--- src/design/sem_pkg.sv ---
`timescale 1ns / 1ps
package sem_pkg;
   localparam int MaxWidthDefault  = 1024;
   localparam int MaxHeightDefault = 4096;
   localparam int WidthRegBits     = 11;
   localparam int HeightRegBits    = 13;
   localparam int CsrDataBits      = 13;
   localparam int CsrIndexBits     = 1;
   localparam int WidthReset       = 640;
   localparam int HeightReset      = 480;
   localparam int ChanBits         = 8;
   localparam int RowOutBits       = 12;
   localparam int ColOutBits       = 10;
   localparam int MagMax           = 255;
   localparam int SqSatLevel       = 65025;

   typedef enum logic [CsrIndexBits-1:0] {
      CSR_IMAGE_WIDTH  = 1'b0,
      CSR_IMAGE_HEIGHT = 1'b1
   } csr_index_type;

   typedef struct packed {
      logic [ChanBits-1:0] red;
      logic [ChanBits-1:0] green;
      logic [ChanBits-1:0] blue;
   } pixel_type;

   // one pixel with the two line store values read at its column
   typedef struct packed {
      pixel_type pix;
      pixel_type far_px;
      pixel_type near_px;
   } item_type;

   typedef enum logic [1:0] {
      F_IDLE = 2'b01,
      F_LOOK = 2'b10
   } front_state_type;

   typedef enum logic [5:0] {
      B_IDLE = 6'b000001,
      B_GRAD = 6'b000010,
      B_SQR  = 6'b000100,
      B_SUM  = 6'b001000,
      B_ROOT = 6'b010000,
      B_OUT  = 6'b100000
   } back_state_type;
endpackage

--- src/design/sem_back.sv ---
`timescale 1ns / 1ps
module sem_back #(
   parameter int MAX_WIDTH  = sem_pkg::MaxWidthDefault,
   parameter int MAX_HEIGHT = sem_pkg::MaxHeightDefault,
   localparam int WB = $clog2(MAX_WIDTH + 1),
   localparam int HB = $clog2(MAX_HEIGHT + 1),
   localparam int FB = $clog2(MAX_WIDTH + 2)
) (
   input  logic                               clock,
   input  logic                               reset,
   input  logic                               restart,
   input  logic [WB-1:0]                      eff_w,
   input  logic [HB-1:0]                      eff_h,
   input  logic                               q_valid,
   input  sem_pkg::item_type                  q_item,
   output logic                               q_pop,
   output logic                               rsp_valid,
   input  logic                               rsp_stall,
   output logic [sem_pkg::ChanBits-1:0]       rsp_out_red,
   output logic [sem_pkg::ChanBits-1:0]       rsp_out_green,
   output logic [sem_pkg::ChanBits-1:0]       rsp_out_blue,
   output logic [sem_pkg::RowOutBits-1:0]     rsp_out_row,
   output logic [sem_pkg::ColOutBits-1:0]     rsp_out_col,
   output logic                               rsp_frame_last
);
   sem_pkg::back_state_type state_ff, state_in;
   sem_pkg::pixel_type win_ff [9];
   sem_pkg::pixel_type win_in [9];
   logic [FB-1:0]      fill_ff, fill_in;
   logic [HB-1:0]      erow_ff, erow_in;
   logic [WB-1:0]      ecol_ff, ecol_in;
   sem_pkg::pixel_type out_pix_ff, out_pix_in;
   logic [HB-1:0]      out_row_ff, out_row_in;
   logic [WB-1:0]      out_col_ff, out_col_in;
   logic               out_last_ff, out_last_in;
   logic signed [10:0] gx_ff, gx_in, gy_ff, gy_in;
   logic [19:0]        gx2_ff, gx2_in, gy2_ff, gy2_in;
   logic [15:0]        v_ff, v_in;
   logic [7:0]         root_ff, root_in, bit_ff, bit_in;
   logic [9:0]         gx_pos, gx_neg, gy_pos, gy_neg, gx_abs, gy_abs;
   logic [20:0]        sq_sum;
   logic [7:0]         trial;
   logic [15:0]        trial_sq;
   logic [7:0]         root_next;
   logic [HB:0]        row_p1;
   logic [WB:0]        col_p1;
   logic               interior, last_px;

   function automatic logic [9:0] red10(input sem_pkg::pixel_type p);
      red10 = {2'b00, p.red};
   endfunction

   assign q_pop  = (state_ff == sem_pkg::B_IDLE) && q_valid;
   assign row_p1 = (HB+1)'(erow_ff) + (HB+1)'(1);
   assign col_p1 = (WB+1)'(ecol_ff) + (WB+1)'(1);
   assign interior = (erow_ff != '0) && (row_p1 < (HB+1)'(eff_h))
                  && (ecol_ff != '0) && (col_p1 < (WB+1)'(eff_w));
   assign last_px  = (row_p1 >= (HB+1)'(eff_h)) && (col_p1 >= (WB+1)'(eff_w));

   // gradients on the red channel of the shifted window
   assign gx_pos = red10(win_ff[2]) + (red10(win_ff[5]) << 1) + red10(win_ff[8]);
   assign gx_neg = red10(win_ff[0]) + (red10(win_ff[3]) << 1) + red10(win_ff[6]);
   assign gy_pos = red10(win_ff[6]) + (red10(win_ff[7]) << 1) + red10(win_ff[8]);
   assign gy_neg = red10(win_ff[0]) + (red10(win_ff[1]) << 1) + red10(win_ff[2]);
   assign gx_in  = $signed({1'b0, gx_pos}) - $signed({1'b0, gx_neg});
   assign gy_in  = $signed({1'b0, gy_pos}) - $signed({1'b0, gy_neg});
   assign gx_abs = gx_ff[10] ? 10'(-gx_ff) : gx_ff[9:0];
   assign gy_abs = gy_ff[10] ? 10'(-gy_ff) : gy_ff[9:0];
   assign gx2_in = 20'(gx_abs) * 20'(gx_abs);
   assign gy2_in = 20'(gy_abs) * 20'(gy_abs);
   assign sq_sum = 21'(gx2_ff) + 21'(gy2_ff);

   // one result bit of the integer square root per cycle
   assign trial     = root_ff | bit_ff;
   assign trial_sq  = 16'(trial) * 16'(trial);
   assign root_next = (trial_sq <= v_ff) ? trial : root_ff;

   always_comb begin
      state_in    = state_ff;
      fill_in     = fill_ff;
      erow_in     = erow_ff;
      ecol_in     = ecol_ff;
      out_pix_in  = out_pix_ff;
      out_row_in  = out_row_ff;
      out_col_in  = out_col_ff;
      out_last_in = out_last_ff;
      v_in        = v_ff;
      root_in     = root_ff;
      bit_in      = bit_ff;
      for (int r = 0; r < 3; r++) begin
         win_in[r*3]   = win_ff[r*3+1];
         win_in[r*3+1] = win_ff[r*3+2];
      end
      win_in[2] = q_item.far_px;
      win_in[5] = q_item.near_px;
      win_in[8] = q_item.pix;
      unique case (state_ff)
         sem_pkg::B_IDLE: begin
            if (q_valid) begin
               if (fill_ff <= FB'(eff_w)) begin
                  fill_in = fill_ff + FB'(1);
               end else begin
                  out_pix_in  = win_in[4];
                  out_row_in  = erow_ff;
                  out_col_in  = ecol_ff;
                  out_last_in = last_px;
                  state_in    = interior ? sem_pkg::B_GRAD : sem_pkg::B_OUT;
                  if (last_px) begin
                     fill_in = '0;
                     erow_in = '0;
                     ecol_in = '0;
                  end else if (col_p1 >= (WB+1)'(eff_w)) begin
                     ecol_in = '0;
                     erow_in = row_p1[HB-1:0];
                  end else begin
                     ecol_in = col_p1[WB-1:0];
                  end
               end
            end
         end
         sem_pkg::B_GRAD: state_in = sem_pkg::B_SQR;
         sem_pkg::B_SQR:  state_in = sem_pkg::B_SUM;
         sem_pkg::B_SUM: begin
            if (sq_sum >= 21'(sem_pkg::SqSatLevel)) begin
               out_pix_in = '{red: 8'(sem_pkg::MagMax), green: 8'(sem_pkg::MagMax),
                              blue: 8'(sem_pkg::MagMax)};
               state_in   = sem_pkg::B_OUT;
            end else begin
               v_in     = sq_sum[15:0];
               root_in  = '0;
               bit_in   = 8'h80;
               state_in = sem_pkg::B_ROOT;
            end
         end
         sem_pkg::B_ROOT: begin
            root_in = root_next;
            bit_in  = bit_ff >> 1;
            if (bit_ff[0]) begin
               out_pix_in = '{red: root_next, green: root_next, blue: root_next};
               state_in   = sem_pkg::B_OUT;
            end
         end
         sem_pkg::B_OUT: begin
            if (!rsp_stall) begin
               state_in = sem_pkg::B_IDLE;
            end
         end
         default: state_in = sem_pkg::B_IDLE;
      endcase
      if (restart) begin
         fill_in = '0;
         erow_in = '0;
         ecol_in = '0;
      end
   end

   always_ff @(posedge clock) begin
      if (reset) begin
         state_ff <= sem_pkg::B_IDLE;
         fill_ff  <= '0;
         erow_ff  <= '0;
         ecol_ff  <= '0;
         for (int i = 0; i < 9; i++) begin
            win_ff[i] <= '0;
         end
      end else begin
         state_ff <= state_in;
         fill_ff  <= fill_in;
         erow_ff  <= erow_in;
         ecol_ff  <= ecol_in;
         if (q_pop) begin
            for (int i = 0; i < 9; i++) begin
               win_ff[i] <= win_in[i];
            end
         end
      end
   end

   always_ff @(posedge clock) begin
      out_pix_ff  <= out_pix_in;
      out_row_ff  <= out_row_in;
      out_col_ff  <= out_col_in;
      out_last_ff <= out_last_in;
      gx_ff       <= gx_in;
      gy_ff       <= gy_in;
      gx2_ff      <= gx2_in;
      gy2_ff      <= gy2_in;
      v_ff        <= v_in;
      root_ff     <= root_in;
      bit_ff      <= bit_in;
   end

   assign rsp_valid      = (state_ff == sem_pkg::B_OUT);
   assign rsp_out_red    = out_pix_ff.red;
   assign rsp_out_green  = out_pix_ff.green;
   assign rsp_out_blue   = out_pix_ff.blue;
   assign rsp_out_row    = sem_pkg::RowOutBits'(out_row_ff);
   assign rsp_out_col    = sem_pkg::ColOutBits'(out_col_ff);
   assign rsp_frame_last = out_last_ff;
endmodule

--- config.mk ---
export PLATFORM = sky130hd
export DESIGN_NAME = sem_back
export DESIGN_NICKNAME = d
export VERILOG_FILES = /design/src/design/sem_pkg.sv /design/src/design/sem_back.sv
export SDC_FILE = /design/constraint.sdc
export NUM_CORES = 1
export LEC_CHECK = 0
export ABC_CLOCK_PERIOD_IN_PS = 7700
export BUFFER_PORTS_ARGS = -buffer_cell sky130_fd_sc_hd__buf_2
export CAP_MARGIN = 10
export CORE_ASPECT_RATIO = 1.75
export CORE_MARGIN = 2
export CORE_UTILIZATION = 30
export DETAILED_ROUTE_END_ITERATION = 7
export GPL_TIMING_DRIVEN = 0
export PLACE_DENSITY = 0.43
export RECOVER_POWER = 25
export SYNTH_ARGS = -nofsm -noshare
export SYNTH_HDL_FRONTEND = slang
export SYNTH_SLANG_ARGS = --single-unit
--- constraint.sdc ---
create_clock -name clock -period 7.7 [get_ports clock]
set_input_delay 0.385 -clock clock [delete_from_list [all_inputs] [get_ports clock]]
set_output_delay 0.385 -clock clock [all_outputs]
set_load 0.01 [all_outputs]
==> flow_metrics.env <==
export IMPL_holdBufCountCts=0
export IMPL_setup_violations=0
export IMPL_dpl_hpwl_mm=50.9
export IMPL_placed_area_um2=23200
export IMPL_io_pins=150
export IMPL_drt_vias_per_instance=4.85
export IMPL_clock_skew_final_ns=0.0175
export IMPL_ys_flop_type="edfxtp_1"
export IMPL_cts_buffers=28
export IMPL_final_period_utilization_pct=93.1
export IMPL_required_ns=8.19
export IMPL_grtUsageTotal_pct=16.9
export IMPL_drt_iter0_drc=511
export IMPL_avgRoutedWirePerCell_um=18.7
export IMPL_syn_inst=2177
export IMPL_r2r_slack_ns=0.53
export IMPL_io_buffers=117
export IMPL_insertion_delay_ns=0.57
export IMPL_area_delta_synth_final_pct=12.7
export IMPL_multi_input_area_um2=12900
export IMPL_worstMarginPinSlew_ns=1.26
export IMPL_dr_pass1_iters=5
export IMPL_ys_warn_count=0
export IMPL_ys_async_sr_fraction_pct=0
export IMPL_regArea_um2=7040
export IMPL_cp_max_fo=12
export IMPL_worstReg2RegEnd="gx2_ff[18]"
export IMPL_ctsResizeCount=4
export IMPL_synth_distinct_cells=75
export IMPL_crit_path_start_kind="register"
export IMPL_die_width_um=206
export IMPL_via_count=15800
export IMPL_cts_sinks=268
export IMPL_worst_ep_arrival_time_ns=7.66
export IMPL_remaining_drc_errors=0
export IMPL_drive_gt1_share_pct=6.64
export IMPL_grt_pass1_wl_mm=95.1
export IMPL_n_fill_cell=7273
export IMPL_dp_cells=3215
export IMPL_status="finished clean"
export IMPL_rsz0062_at_grt="false"
export IMPL_die_area_um2=73400
export IMPL_syn_mean_instance_area_um2=9.81
export IMPL_finalCoreUtilization_pct=34.1
export IMPL_overflow=0
export IMPL_instances_no_fill=3268
export IMPL_gp_congestion=0.892
export IMPL_final_area_um2=24100
export IMPL_layout_nets=2830
export IMPL_grt_max_degree=69
export IMPL_post_cts_buffers=0
export IMPL_slew_headroom_pct=15.8
export IMPL_syn_num_nets=2679
export IMPL_rr_worst_depth=24
export IMPL_hold_viol=0
export IMPL_routed_wl_mm=61.2
export IMPL_fmax_ghz=0.140
export IMPL_path_class="register to register"
export IMPL_ys_seq_area_share_pct=32.9
export IMPL_final_antenna_net_count=0
export IMPL_setup_tns_ns=0
export IMPL_coreArea_um2=70500
export IMPL_rows=129
export IMPL_synth_seq_cells=268
export IMPL_start_util_pct=30.3
export IMPL_clockRootBuffer="clkbuf_16"
export IMPL_maxCapViolCount=0
export IMPL_worstHoldPathType="primary input to register"
export IMPL_setup_worst_path_end="gx2_ff[18]"
export IMPL_reg2reg_from="gx_ff[0]"
export IMPL_fp_dieH_um=357
export IMPL_cts_max_path_buffers=3
export IMPL_synth_edf_count=167
export IMPL_grt_pass1_vias=17200
export IMPL_setup_worst_path_start="gx_ff[0]"
export IMPL_cts_tree="built"
export IMPL_clk_pin_slew_worst_paths_ns=0.07
export IMPL_htree_levels=1
export IMPL_grt_antenna_before_repair=3
export IMPL_min_period_ns=7.17
export IMPL_worstSetupEndpointType="register"
export IMPL_slew_violations=0
export IMPL_synthesis_area_um2=21400
-- through the flow --
step | hold WS, ns | setup WS, ns
floorplan | 0.388 | 1.15
global placement | 0.419 | -0.204
detailed placement | 0.417 | -0.210
CTS | 0.0814 | 0.0125
global route | 0.115 | 0.00761
finish | 0.116 | 0.535
-- how the worst min path moves through the flow --
stage / from / cells past startpoint / slack [ns] / end
after global routing: q_item[69] / 2 / 0.12 / win_ff[4][21]
after detailed placement: erow_ff[9] / 0 / 0.42 / out_row_ff[9]
after global placement: erow_ff[9] / 0 / 0.42 / out_row_ff[9]
after CTS: q_item[71] / 2 / 0.08 / win_ff[4][23]
after floorplan: gx_ff[0] / 0 / 0.39 / gx2_ff[0]
final: q_item[71] / 2 / 0.12 / win_ff[4][23]
-- layout make-up --
class,instances,area share (%)
Multi-Input combinational cell,1514,53.4
Sequential cell,268,29.2
Inverter,337,5.28
Tap cell,917,4.77
Clock buffer,35,3.33
Timing Repair Buffer,122,2.51
Buffer,57,0.900
Clock inverter,17,0.525
Antenna cell,1,0.0104
-- layout by cell type, fill, tap and decap left out, drive strengths merged, types with 85 or more instances in the layout --
master / count
clkbuf: 138
fa: 178
and3: 85
nand2: 141
dfxtp: 101
inv: 339
a21oi: 116
nor2: 197
edfxtp: 167
ha: 223
-- registers in the layout, indices dropped and copies added (netlist names), 10 cells and up --
register	flops
win_ff	88
gx2_ff	19
gy2_ff	19
v_ff	16
erow_ff	13
out_row_ff	12
ecol_ff	11
fill_ff	11
gx_ff	11
gy_ff	11
out_col_ff	10
-- routing by layer --
layer / global-route usage, % / up-vias / share of wire [%]
met1: 15.8 / 7753 / 34
met3: 1.91 / 120 / 3.0
met4: 7.96 / 4 / 5.1
li1: - / 7677 / -
met5: 0 / - / 0.049
met2: 35.2 / 288 / 58
-- kinds of logic (layout without fill, tap and decap cells) --
kind of cell	count (synthesis)	in the layout	share of synthesized area, %
adders and majority gates	401	401	29.7
DFF	268	268	32.9
AOI/OAI and AO/OA	361	361	10.8
xor gates and xnor gates	115	115	4.72
other	2	3	0.0352
muxes	10	10	0.475
and+or+nand+nor	625	625	14.3
buffers and inverters	395	568	6.98
-- Yosys cell counts (all sizes together), types with 11 or more instances --
master	number	share of area (%)
xnor2	79	3.2
inv	336	5.9
o21a	21	0.74
and3	85	2.5
nand3	37	0.87
ha	223	13
nand4	21	0.62
nor3	39	0.91
a21oi	116	2.7
or2	15	0.44
clkbuf	56	0.98
fa	178	17
a31oi	21	0.62
o211ai	11	0.39
nor2b	14	0.41
nand2	141	2.5
nor2	197	3.5
a21o	38	1.3
edfxtp	167	23
xor2	36	1.5
o21ai	63	1.5
o31ai	13	0.46
dfxtp	101	9.5
nor4	14	0.44
nand2b	18	0.53
-- worst max-delay path, stage by stage (launching register included) --
cell and delay, ns:
dfxtp_1 0.60, clkinvlp_4 0.39, ha_1 0.29, or3b_2 0.21
nand2_1 0.08, xor2_2 0.47, inv_1 0.28, nand2_1 0.17
fa_1 0.42, inv_1 0.09, fa_1 0.42, ha_1 0.29
inv_1 0.05, fa_1 0.53, inv_1 0.05, fa_1 0.46
ha_1 0.36, o21a_1 0.15, a211oi_1 0.39, o2111ai_1 0.21
a31oi_1 0.39, nor2b_1 0.09, o21a_1 0.20, o41ai_1 0.32
xnor2_1 0.18
Power is left out: the tool's default activity adds up to more than one toggle a clock period on the data nets, which glitch-free logic cannot reach.
