[config.mk]
export PLATFORM = sky130hd
export DESIGN_NAME = sem_fifo
export DESIGN_NICKNAME = d
export VERILOG_FILES = /design/src/design/sem_pkg.sv /design/src/design/sem_fifo.sv
export SDC_FILE = /design/constraint.sdc
export NUM_CORES = 1
export LEC_CHECK = 0
export BUFFER_PORTS_ARGS = -buffer_cell sky130_fd_sc_hd__buf_4
export CAP_MARGIN = 25
export CORE_MARGIN = 2
export CORE_UTILIZATION = 47
export CTS_CLUSTER_SIZE = 24
export DETAILED_ROUTE_END_ITERATION = 8
export PLACE_DENSITY = 0.83
export SLEW_MARGIN = 15
export SYNTH_ARGS = -nofsm -noshare
export SYNTH_HDL_FRONTEND = slang
export SYNTH_SLANG_ARGS = --single-unit
[constraint.sdc]
create_clock -name clock -period 2.9 [get_ports clock]
set_clock_uncertainty 0.1 [all_clocks]
set_input_delay 0.725 -clock clock [delete_from_list [all_inputs] [get_ports clock]]
set_output_delay 0.725 -clock clock [all_outputs]
set_load 0.005 [all_outputs]
[src/design/sem_pkg.sv]
`timescale 1ns / 1ps
package sem_pkg;
   localparam int MaxWidthDefault  = 1024;
   localparam int MaxHeightDefault = 4096;
   localparam int WidthRegBits     = 11;
   localparam int HeightRegBits    = 13;
   localparam int CsrDataBits      = 13;
   localparam int CsrIndexBits     = 1;
   localparam int WidthReset       = 640;
   localparam int HeightReset      = 480;
   localparam int ChanBits         = 8;
   localparam int RowOutBits       = 12;
   localparam int ColOutBits       = 10;
   localparam int MagMax           = 255;
   localparam int SqSatLevel       = 65025;

   typedef enum logic [CsrIndexBits-1:0] {
      CSR_IMAGE_WIDTH  = 1'b0,
      CSR_IMAGE_HEIGHT = 1'b1
   } csr_index_type;

   typedef struct packed {
      logic [ChanBits-1:0] red;
      logic [ChanBits-1:0] green;
      logic [ChanBits-1:0] blue;
   } pixel_type;

   // one pixel with the two line store values read at its column
   typedef struct packed {
      pixel_type pix;
      pixel_type far_px;
      pixel_type near_px;
   } item_type;

   typedef enum logic [1:0] {
      F_IDLE = 2'b01,
      F_LOOK = 2'b10
   } front_state_type;

   typedef enum logic [5:0] {
      B_IDLE = 6'b000001,
      B_GRAD = 6'b000010,
      B_SQR  = 6'b000100,
      B_SUM  = 6'b001000,
      B_ROOT = 6'b010000,
      B_OUT  = 6'b100000
   } back_state_type;
endpackage

[src/design/sem_fifo.sv]
`timescale 1ns / 1ps
module sem_fifo (
   input  logic               clock,
   input  logic               reset,
   input  logic               push,
   input  sem_pkg::item_type  push_item,
   input  logic               pop,
   output sem_pkg::item_type  head_item,
   output logic               not_empty,
   output logic               full,
   output logic [1:0]         count
);
   sem_pkg::item_type slot_ff [2];
   logic       wr_ptr_ff, wr_ptr_in;
   logic       rd_ptr_ff, rd_ptr_in;
   logic [1:0] count_ff, count_in;

   always_comb begin
      wr_ptr_in = wr_ptr_ff ^ push;
      rd_ptr_in = rd_ptr_ff ^ pop;
      count_in  = count_ff + {1'b0, push} - {1'b0, pop};
   end

   always_ff @(posedge clock) begin
      if (reset) begin
         wr_ptr_ff <= 1'b0;
         rd_ptr_ff <= 1'b0;
         count_ff  <= 2'd0;
      end else begin
         wr_ptr_ff <= wr_ptr_in;
         rd_ptr_ff <= rd_ptr_in;
         count_ff  <= count_in;
      end
   end

   always_ff @(posedge clock) begin
      if (push) begin
         slot_ff[wr_ptr_ff] <= push_item;
      end
   end

   assign head_item = slot_ff[rd_ptr_ff];
   assign not_empty = (count_ff != 2'd0);
   assign full      = (count_ff == 2'd2);
   assign count     = count_ff;
endmodule

==> impl_results.md, run 1 <==
- WHS Endpoint: rd_ptr_ff
- Seq cells post-synth: about 150
- Routed WL: approximately 9.6 mm
- Drt first-iter violations: 127
- P per Cell Area: 688 mW/mm^2
- Die Wd: 115 um
- Worst path required time: between 2000 and 2500 ps
- Crit end category: primary output
- Core Util, Final: 0.634
- Fraction of layout cells with a size suffix above 1: 0.616
- Slowest stage cell, crit path: dfxtp_4
- Arr. time, crit path: 1750 ps
- Max_cap viols: 0
- Reg2reg start: wr_ptr_ff
- Final Hold Viols: 0
- RSZ-0062 raised after global routing: no
- CTS buffer count: 17
- Largest net degree at the start of global routing: 42
- CTS tree: built
- ANT cells: 0
- Htree depth: 4
- Max Transition Viols Final: 0
- Post-CTS sizing: 0
- Hold WC Path Type: in -> reg
- R2r setup slk: roughly 1300 ps
- Clk root buf: clkbuf_16
- Yosys warns: 0
- Final setup fails: 0
- Pre-CTS WS: around 730 ps
- Worst-case clock buffer depth: 2
- Vias: 2774
- Final net count: slightly below 500
- Die footprint: 0.0131 sq mm
- R2R cell count: 3
- Cell Chain, Critical Path: buf_4 -> mux2_4 -> buf_4
- Min Tclk post-route: approximately 2600 ps
- Final Cycle Share: 0.889
- Post-CTS Setup Bufs: 0
- Avg Synthesized Cell Area: 23.7 sq um
- Clock Latency Late Sink: about 400 ps
- Initial Utilization: 0.481
- Hold depth: 2
- Clock slew at reported path FFs: ~60 ps
- Hold_sp: reset
- Cell Rows: 40
- Tot Pwr: between 5 and 6 mW
- Slew HR: 0.683
- Core ar.: roughly 0.012 sq mm
- First-pass GRT wire length: 14.3 mm
- R2R Path End: slot_ff[0][3]
- PnR worst setup slack: ~320 ps
- Critical Path Fanout Max: 15
- Worst path max stage delay: between 500 and 600 ps
- GRT Overall Usage: 0.149
- RePlAce Congestion: 0.778
- IO buf count: between 150 and 200
- Max Fclk: just under 0.4 GHz
- Most used cell, CP: buf_4
- Drt first pass iters: 4
- Area occupied by multi-input gates: around 0.0012 sq mm
- Area Overhead vs Synth: 32.0%
- WS Path Type: reg -> out
- Die Ht: roughly 110 um
- DRC: 0
- Antenna violations before repair: 0
- # IOs: 152
- CTS sink cnt: around 150
- Post-synth cell types: 13
- Number of global-route vias before repair: 2933
- Post-synthesis instance total: roughly 240
- Mapped Area: roughly 0.0057 sq mm
- Outcome: complete, no violations
- Post-DP HPWL: 6.63 mm
- Synthesized Nets: roughly 320
- Filler cells: just over 800
- Routed vias/inst: between 4 and 5
- Peak VDD IR: roughly 0.39 mV
- CP Launch Type: register
- Register area share after synthesis: 0.766
- Leak Pwr: 3.02 nW
- FF+latch area: 0.00441 sq mm
- Setup Total Neg Slack: 0 ps
- CTS Hold Bufs: 0
- Routed Antenna Nets: 0
- Slew @ Worst Pin: ~480 ps
- GRT overflow: 0
- Routed WL per cell: approximately 17 um
worst max path at each step:
stage	startpoint	to	cells past startpoint
2_1_floorplan	push	slot_ff[1][0]	1
3_3_place_gp	rd_ptr_ff	head_item[41]	3
3_5_place_dp	rd_ptr_ff	head_item[26]	3
4_1_cts	rd_ptr_ff	head_item[26]	3
5_1_grt	rd_ptr_ff	head_item[36]	3
6_report	rd_ptr_ff	head_item[26]	3
Yosys cell counts, drive strengths merged:
master,n,share of area
xnor2,1,0.0015
nor2,3,0.0020
mux2,72,0.19
nor2b,2,0.0022
inv,3,0.0020
xnor3,1,0.0039
or2,1,0.0011
ha,4,0.0087
edfxtp,144,0.75
buf,8,0.026
dfxtp,4,0.014
final cells by class:
cell class	instances	area share
clock inverters	9	0.0107
multi-input cells	84	0.159
clock buffers	23	0.0617
flip-flops and latches	148	0.581
repair buffers	157	0.162
inverters	3	0.00148
well taps	147	0.0242
stage by stage:
step	instance area (sq um)	std cells	hold slack [ps]
2_1_floorplan	5750	243	445
3_3_place_gp	7040	539	492
3_5_place_dp	7040	539	520
4_1_cts	7590	571	374
5_1_grt	7590	571	380
6_report	7590	571	399
metal layers:
layer | GRT usage | part of all wire | up-vias
li1 | - | - | 1298
met4 | 0.0772 | 0.020 | 0
met5 | 0 | 0 | -
met2 | 0.253 | 0.53 | 106
met3 | 0.0482 | 0.065 | 16
met1 | 0.169 | 0.39 | 1354
worst max-delay path, delay by kind of cell, from the launching register on:
kind | cells | cell delay, ps
buffers and inverters | 2 | 480
DFF | 1 | 530
muxes | 1 | 330
where the power goes:
group / internal [mW] / total [mW] / switching [mW]
clock network: 1.22 / 2.00 / 0.777
registers: 2.50 / 2.55 / 0.0496
logic: 0.428 / 0.675 / 0.247
total: 4.15 / 5.22 / 1.07
kinds of logic after synthesis:
logic type                 after synthesis  synth area share
xor gates and xnor gates                 2           0.00544
adders and majority gates                4           0.00871
buffers and inverters                   11            0.0283
DFF                                    148             0.766
muxes                                   72             0.186
and+or+nand+nor                          6           0.00522
cell usage in the layout, fill, tap and decap left out:
cell type	instances
mux2_2	3
clkinv_4	1
clkbuf_1	4
nor2b_1	2
mux2_4	69
bufinv_16	1
clkbuf_16	17
nor2_1	3
edfxtp_1	144
clkinvlp_4	3
ha_4	2
dfxtp_1	3
clkinv_2	4
buf_4	153
or2_2	1
xnor3_1	1
ha_1	2
buf_12	4
xnor2_1	1
inv_1	3
clkbuf_8	2
dfxtp_4	1
registers in the layout, summed over array words and instances (netlist names):
signal     flops
count          2
rd_ptr_ff      1
slot_ff      144
wr_ptr_ff      1
No activity file was read; power rests on OpenSTA's default activity.
==> run 2: changes to the inputs <==
CORE_UTILIZATION = 56   (was 47)
PLACE_DENSITY = 0.9   (was 0.83)
clock period = 3 ns   (was 2.9 ns; I/O delays follow)
==> impl_results.md, run 2 (synthesis gave the netlist of run 1 again) <==
- GRT overflow: 0
- Max Transition Viols Final: 0
- Final setup fails: 0
- DRC: 0
- Largest reg by FF count: slot_ff
- IO buf count: approximately 150
- Min Tclk post-route: about 2700 ps
- Worst-case clock buffer depth: 2
- Post-CTS Setup Bufs: 0
- Clk root buf: clkbuf_8
- CTS sink cnt: roughly 150
- PnR worst setup slack: about 270 ps
- First-pass GRT wire length: between 15 and 20 mm
- Hold WC Path Type: in -> reg
- CTS Hold Bufs: 0
- Pre-CTS WS: 804 ps
- Leak Pwr: between 3 and 4 nW
- Final Cycle Share: 0.909
- CTS tree: built
- Max_cap viols: 0
- Arr. time, crit path: around 1900 ps
- Largest net degree at the start of global routing: 41
- Post-DP HPWL: around 6.6 mm
- CP Launch Type: register
- Hold_sp: push_item[63]
- GRT Overall Usage: 0.188
- Placed cells: between 500 and 600
- Htree depth: 4
- Most common cell after layout, fill and taps aside: buf_4
- Most frequent cells in the layout: buf_4, edfxtp_1, mux2_4
- Antenna violations before repair: 0
- Drt first pass iters: 6
- Core ar.: just under 0.01 sq mm
- Fraction of layout cells with a size suffix above 1: 0.618
- Routed Antenna Nets: 0
- P per Cell Area: 681 mW/mm^2
- Number of global-route vias before repair: between 2000 and 3000
- Fin cells: approximately 560
- Reg2reg start: wr_ptr_ff
- Worst path required time: approximately 2200 ps
- Routed vias/inst: roughly 5.0
- Slew @ Worst Pin: roughly 500 ps
- Outcome: complete, no violations
- Cell Rows: 36
- RSZ-0062 raised after global routing: no
- Max reg flops: 144
- Clock slew at reported path FFs: around 70 ps
- Max Fclk: 0.367 GHz
- # IOs: roughly 150
- ANT cells: 0
- Routed WL: about 10 mm
- WS Path Type: reg -> out
- Final net count: a little under 500
- Critical Path Fanout Max: 18
- CTS buffer count: 17
- Die footprint: around 0.011 sq mm
- Clock Latency Late Sink: 500 ps
- Setup Total Neg Slack: 0 ps
- Initial Utilization: 0.583
- Worst Setup SP: rd_ptr_ff
- Routed WL per cell: ~18 um
- Drt first-iter violations: roughly 140
- Peak VDD IR: between 0.5 and 0.6 mV
- RePlAce Congestion: 0.777
- Crit end category: primary output
- Vias: 2791
- Final Hold Viols: 0
- Area Overhead vs Synth: 32.1%
- Die Wd: approximately 110 um
- Post-CTS sizing: 0
- Die Ht: about 110 um
- Slew HR: 0.668
==> run 2: worst max-delay path: stages, from the launching register on <==
cell	delay, ps
dfxtp_4	570
buf_4	330
mux2_4	330
buf_4	140
==> run 2: final timing paths <==
check	endpoint	slack [ps]	depth (start not counted)
max	head_item[22]	270	3
min	slot_ff[1][63]	320	1
max reg2reg	slot_ff[0][62]	1320	3
min reg2reg	wr_ptr_ff	580	3
==> run 2: routing by layer <==
| metal | vias up | track usage | wire (um) | share of wire |
|---|---|---|---|---|
| li1 | 1286 | - | - | - |
| met1 | 1389 | 0.230 | 4060 | 0.40 |
| met2 | 110 | 0.312 | 5290 | 0.52 |
| met3 | 6 | 0.0649 | 690 | 0.068 |
| met4 | 0 | 0.0629 | 39 | 0.0039 |
| met5 | - | 0 | 0 | 0 |
==> run 2: cell type report <==
cell class	instances	area (sq um)
clock buffers	18	418
clock inverters	13	160
fillers	534	2270
inverters	3	11.3
multi-input cells	84	1210
flip-flops and latches	148	4410
well taps	133	166
repair buffers	156	1220
==> run 2: per-stage QoR <==
| stage | hold WS, ps | total power, mW | instance area, sq um | utilization |
|---|---|---|---|---|
| floorplan | 445 | 2.85 | 5750 | - |
| global placement | 490 | 3.14 | 7010 | 0.711 |
| detailed placement | 515 | 3.17 | 7010 | 0.711 |
| CTS | 294 | 5.22 | 7590 | 0.770 |
| global route | 288 | 5.35 | 7590 | 0.770 |
| finish | 322 | 5.17 | 7590 | 0.770 |
==> run 2: power breakdown <==
part / switching [mW] / total (mW) / internal, mW
clock: 0.785 / 2.04 / 1.26
sequential: 0.0526 / 2.47 / 2.42
combinational: 0.241 / 0.654 / 0.413
total: 1.08 / 5.17 / 4.09
==> run 3: changes to the inputs <==
CORE_UTILIZATION = 52   (was 56)
PLACE_DENSITY = 0.85   (was 0.9)
clock period = 2.8 ns   (was 3 ns; I/O delays follow)
==> impl_results.md, run 3 (synthesis gave the netlist of run 1 again) <==
- # IOs: approximately 150
- Slew @ Worst Pin: roughly 560 ps
- Placed cells: 533
- Clk root buf: clkbuf_8
- Routed vias/inst: between 4 and 5
- GRT overflow: 0
- Hold WC Path Type: in -> reg
- Post-CTS sizing: 0
- Crit end category: primary output
- Min Tclk post-route: 2690 ps
- Most frequent cells in the layout: buf_4, edfxtp_1, mux2_4
- Clock slew at reported path FFs: approximately 60 ps
- Die footprint: between 0.01 and 0.015 sq mm
- Final Hold Viols: 0
- R2r setup slk: between 1000 and 1500 ps
- Internal: 4.63 mW
- Tot Pwr: 5.72 mW
- CP Buf/Inv Count: 2
- Hold depth: 2
- Drt first pass iters: 4
- Die Ht: roughly 110 um
- R2R Path End: slot_ff[0][3]
- CTS tree: built
- Setup Total Neg Slack: 0 ps
- Reg2reg start: wr_ptr_ff
- Leak Pwr: about 3 nW
- Fraction of layout cells with a size suffix above 1: 0.616
- Post-CTS Setup Bufs: 0
- WHS Endpoint: rd_ptr_ff
- Largest reg by FF count: slot_ff
- Slew HR: 0.629
- Worst path required time: 2000 ps
- RSZ-0062 raised after global routing: no
- Post-DP HPWL: approximately 6.6 mm
- Max Transition Viols Final: 0
- CTS buffer count: 17
- CP Launch Type: register
- Sequential power share: 0.462
- Cell Chain, Critical Path: buf_12 -> mux2_4 -> buf_4
- Logic pwr share: 0.120
- Drt first-iter violations: 115
- Final Cycle Share: 0.961
- Die Wd: between 100 and 150 um
- Vias: 2784
- Arr. time, crit path: approximately 1900 ps
- Hold_sp: reset
- Worst path max stage delay: 630 ps
- ANT cells: 0
- Pre-CTS WS: about 620 ps
- CTS sink cnt: about 150
- WS Path Type: reg -> out
- Clock network fraction of design power: 0.417
- GRT Overall Usage: 0.167
- IO buf count: approximately 150
- Outcome: complete, no violations
- Antenna violations before repair: 0
- Clock Latency Late Sink: 500 ps
- First-pass GRT wire length: approximately 14 mm
- Most common cell after layout, fill and taps aside: buf_4
- Psw: 1.09 mW
- Peak VDD IR: roughly 0.43 mV
- RePlAce Congestion: roughly 0.68
- PnR worst setup slack: around 110 ps
- Cell Rows: 38
- Routed WL per cell: 17.3 um
- Fraction of power spent switching nets: 0.191
- Number of global-route vias before repair: just under 3000
- Filler cells: approximately 660
- Routed WL: 9.72 mm
- Initial Utilization: 0.533
- Fin cells: approximately 560
- Core Util, Final: 0.709
- P per Cell Area: around 750 mW/mm^2
- Final setup fails: 0
- Critical Path Fanout Max: 22
- DRC: 0
- Routed Antenna Nets: 0
- Max reg flops: between 100 and 150
- Slowest stage cell, crit path: dfxtp_4
- Critical path's top delay family: flip-flops
- Max Fclk: about 0.37 GHz
- R2R cell count: 3
- Area Overhead vs Synth: 33.1%
- Htree depth: 4
- Final net count: 492
- Core ar.: ~0.011 sq mm
- CTS Hold Bufs: 0
- Max_cap viols: 0
- Worst-case clock buffer depth: 2
- Largest net degree at the start of global routing: 43
-- run 3: power by group through the flow --
stage / Clock, mW / Sequential [mW] / Combinational, mW
after floorplan: 0 / 2.66 / 0.391
after global placement: 0 / 2.68 / 0.681
after detailed placement: 0 / 2.69 / 0.698
after CTS: 2.43 / 2.65 / 0.702
after global routing: 2.53 / 2.66 / 0.743
final: 2.39 / 2.64 / 0.689
-- run 3: cell type report --
cell class,count,area (sq um),area share
multi-input cells,84,1210,0.158
clock buffers,17,414,0.0541
inverters,3,11.3,0.00147
flip-flops and latches,148,4410,0.576
clock inverters,12,213,0.0278
repair buffers,158,1220,0.160
well taps,140,175,0.0229
-- run 3: per-layer routing --
metal	track usage	part of all wire
met1	0.191	0.38
met2	0.284	0.53
met3	0.0652	0.079
met4	0.0641	0.015
met5	0	0
-- run 3: worst max path at each step --
stage	end	cells after the start	start	slack (ps)
finish	head_item[46]	3	rd_ptr_ff	110
global route	head_item[37]	3	rd_ptr_ff	40
CTS	head_item[54]	3	rd_ptr_ff	70
detailed placement	head_item[40]	3	rd_ptr_ff	620
global placement	head_item[25]	3	rd_ptr_ff	630
floorplan	slot_ff[1][0]	1	push	600
-- run 3: through the flow --
stage / instance area [sq um] / hold slack [ps]
3_5_place_dp: 7020 / 509
4_1_cts: 7650 / 252
3_3_place_gp: 7020 / 494
5_1_grt: 7650 / 245
2_1_floorplan: 5750 / 445
6_report: 7650 / 272
-- run 3: worst register-to-register path, cell delays in order (launching register included) --
cell	delay (ps)
dfxtp_1	330
inv_1	90
ha_4	240
buf_4	370
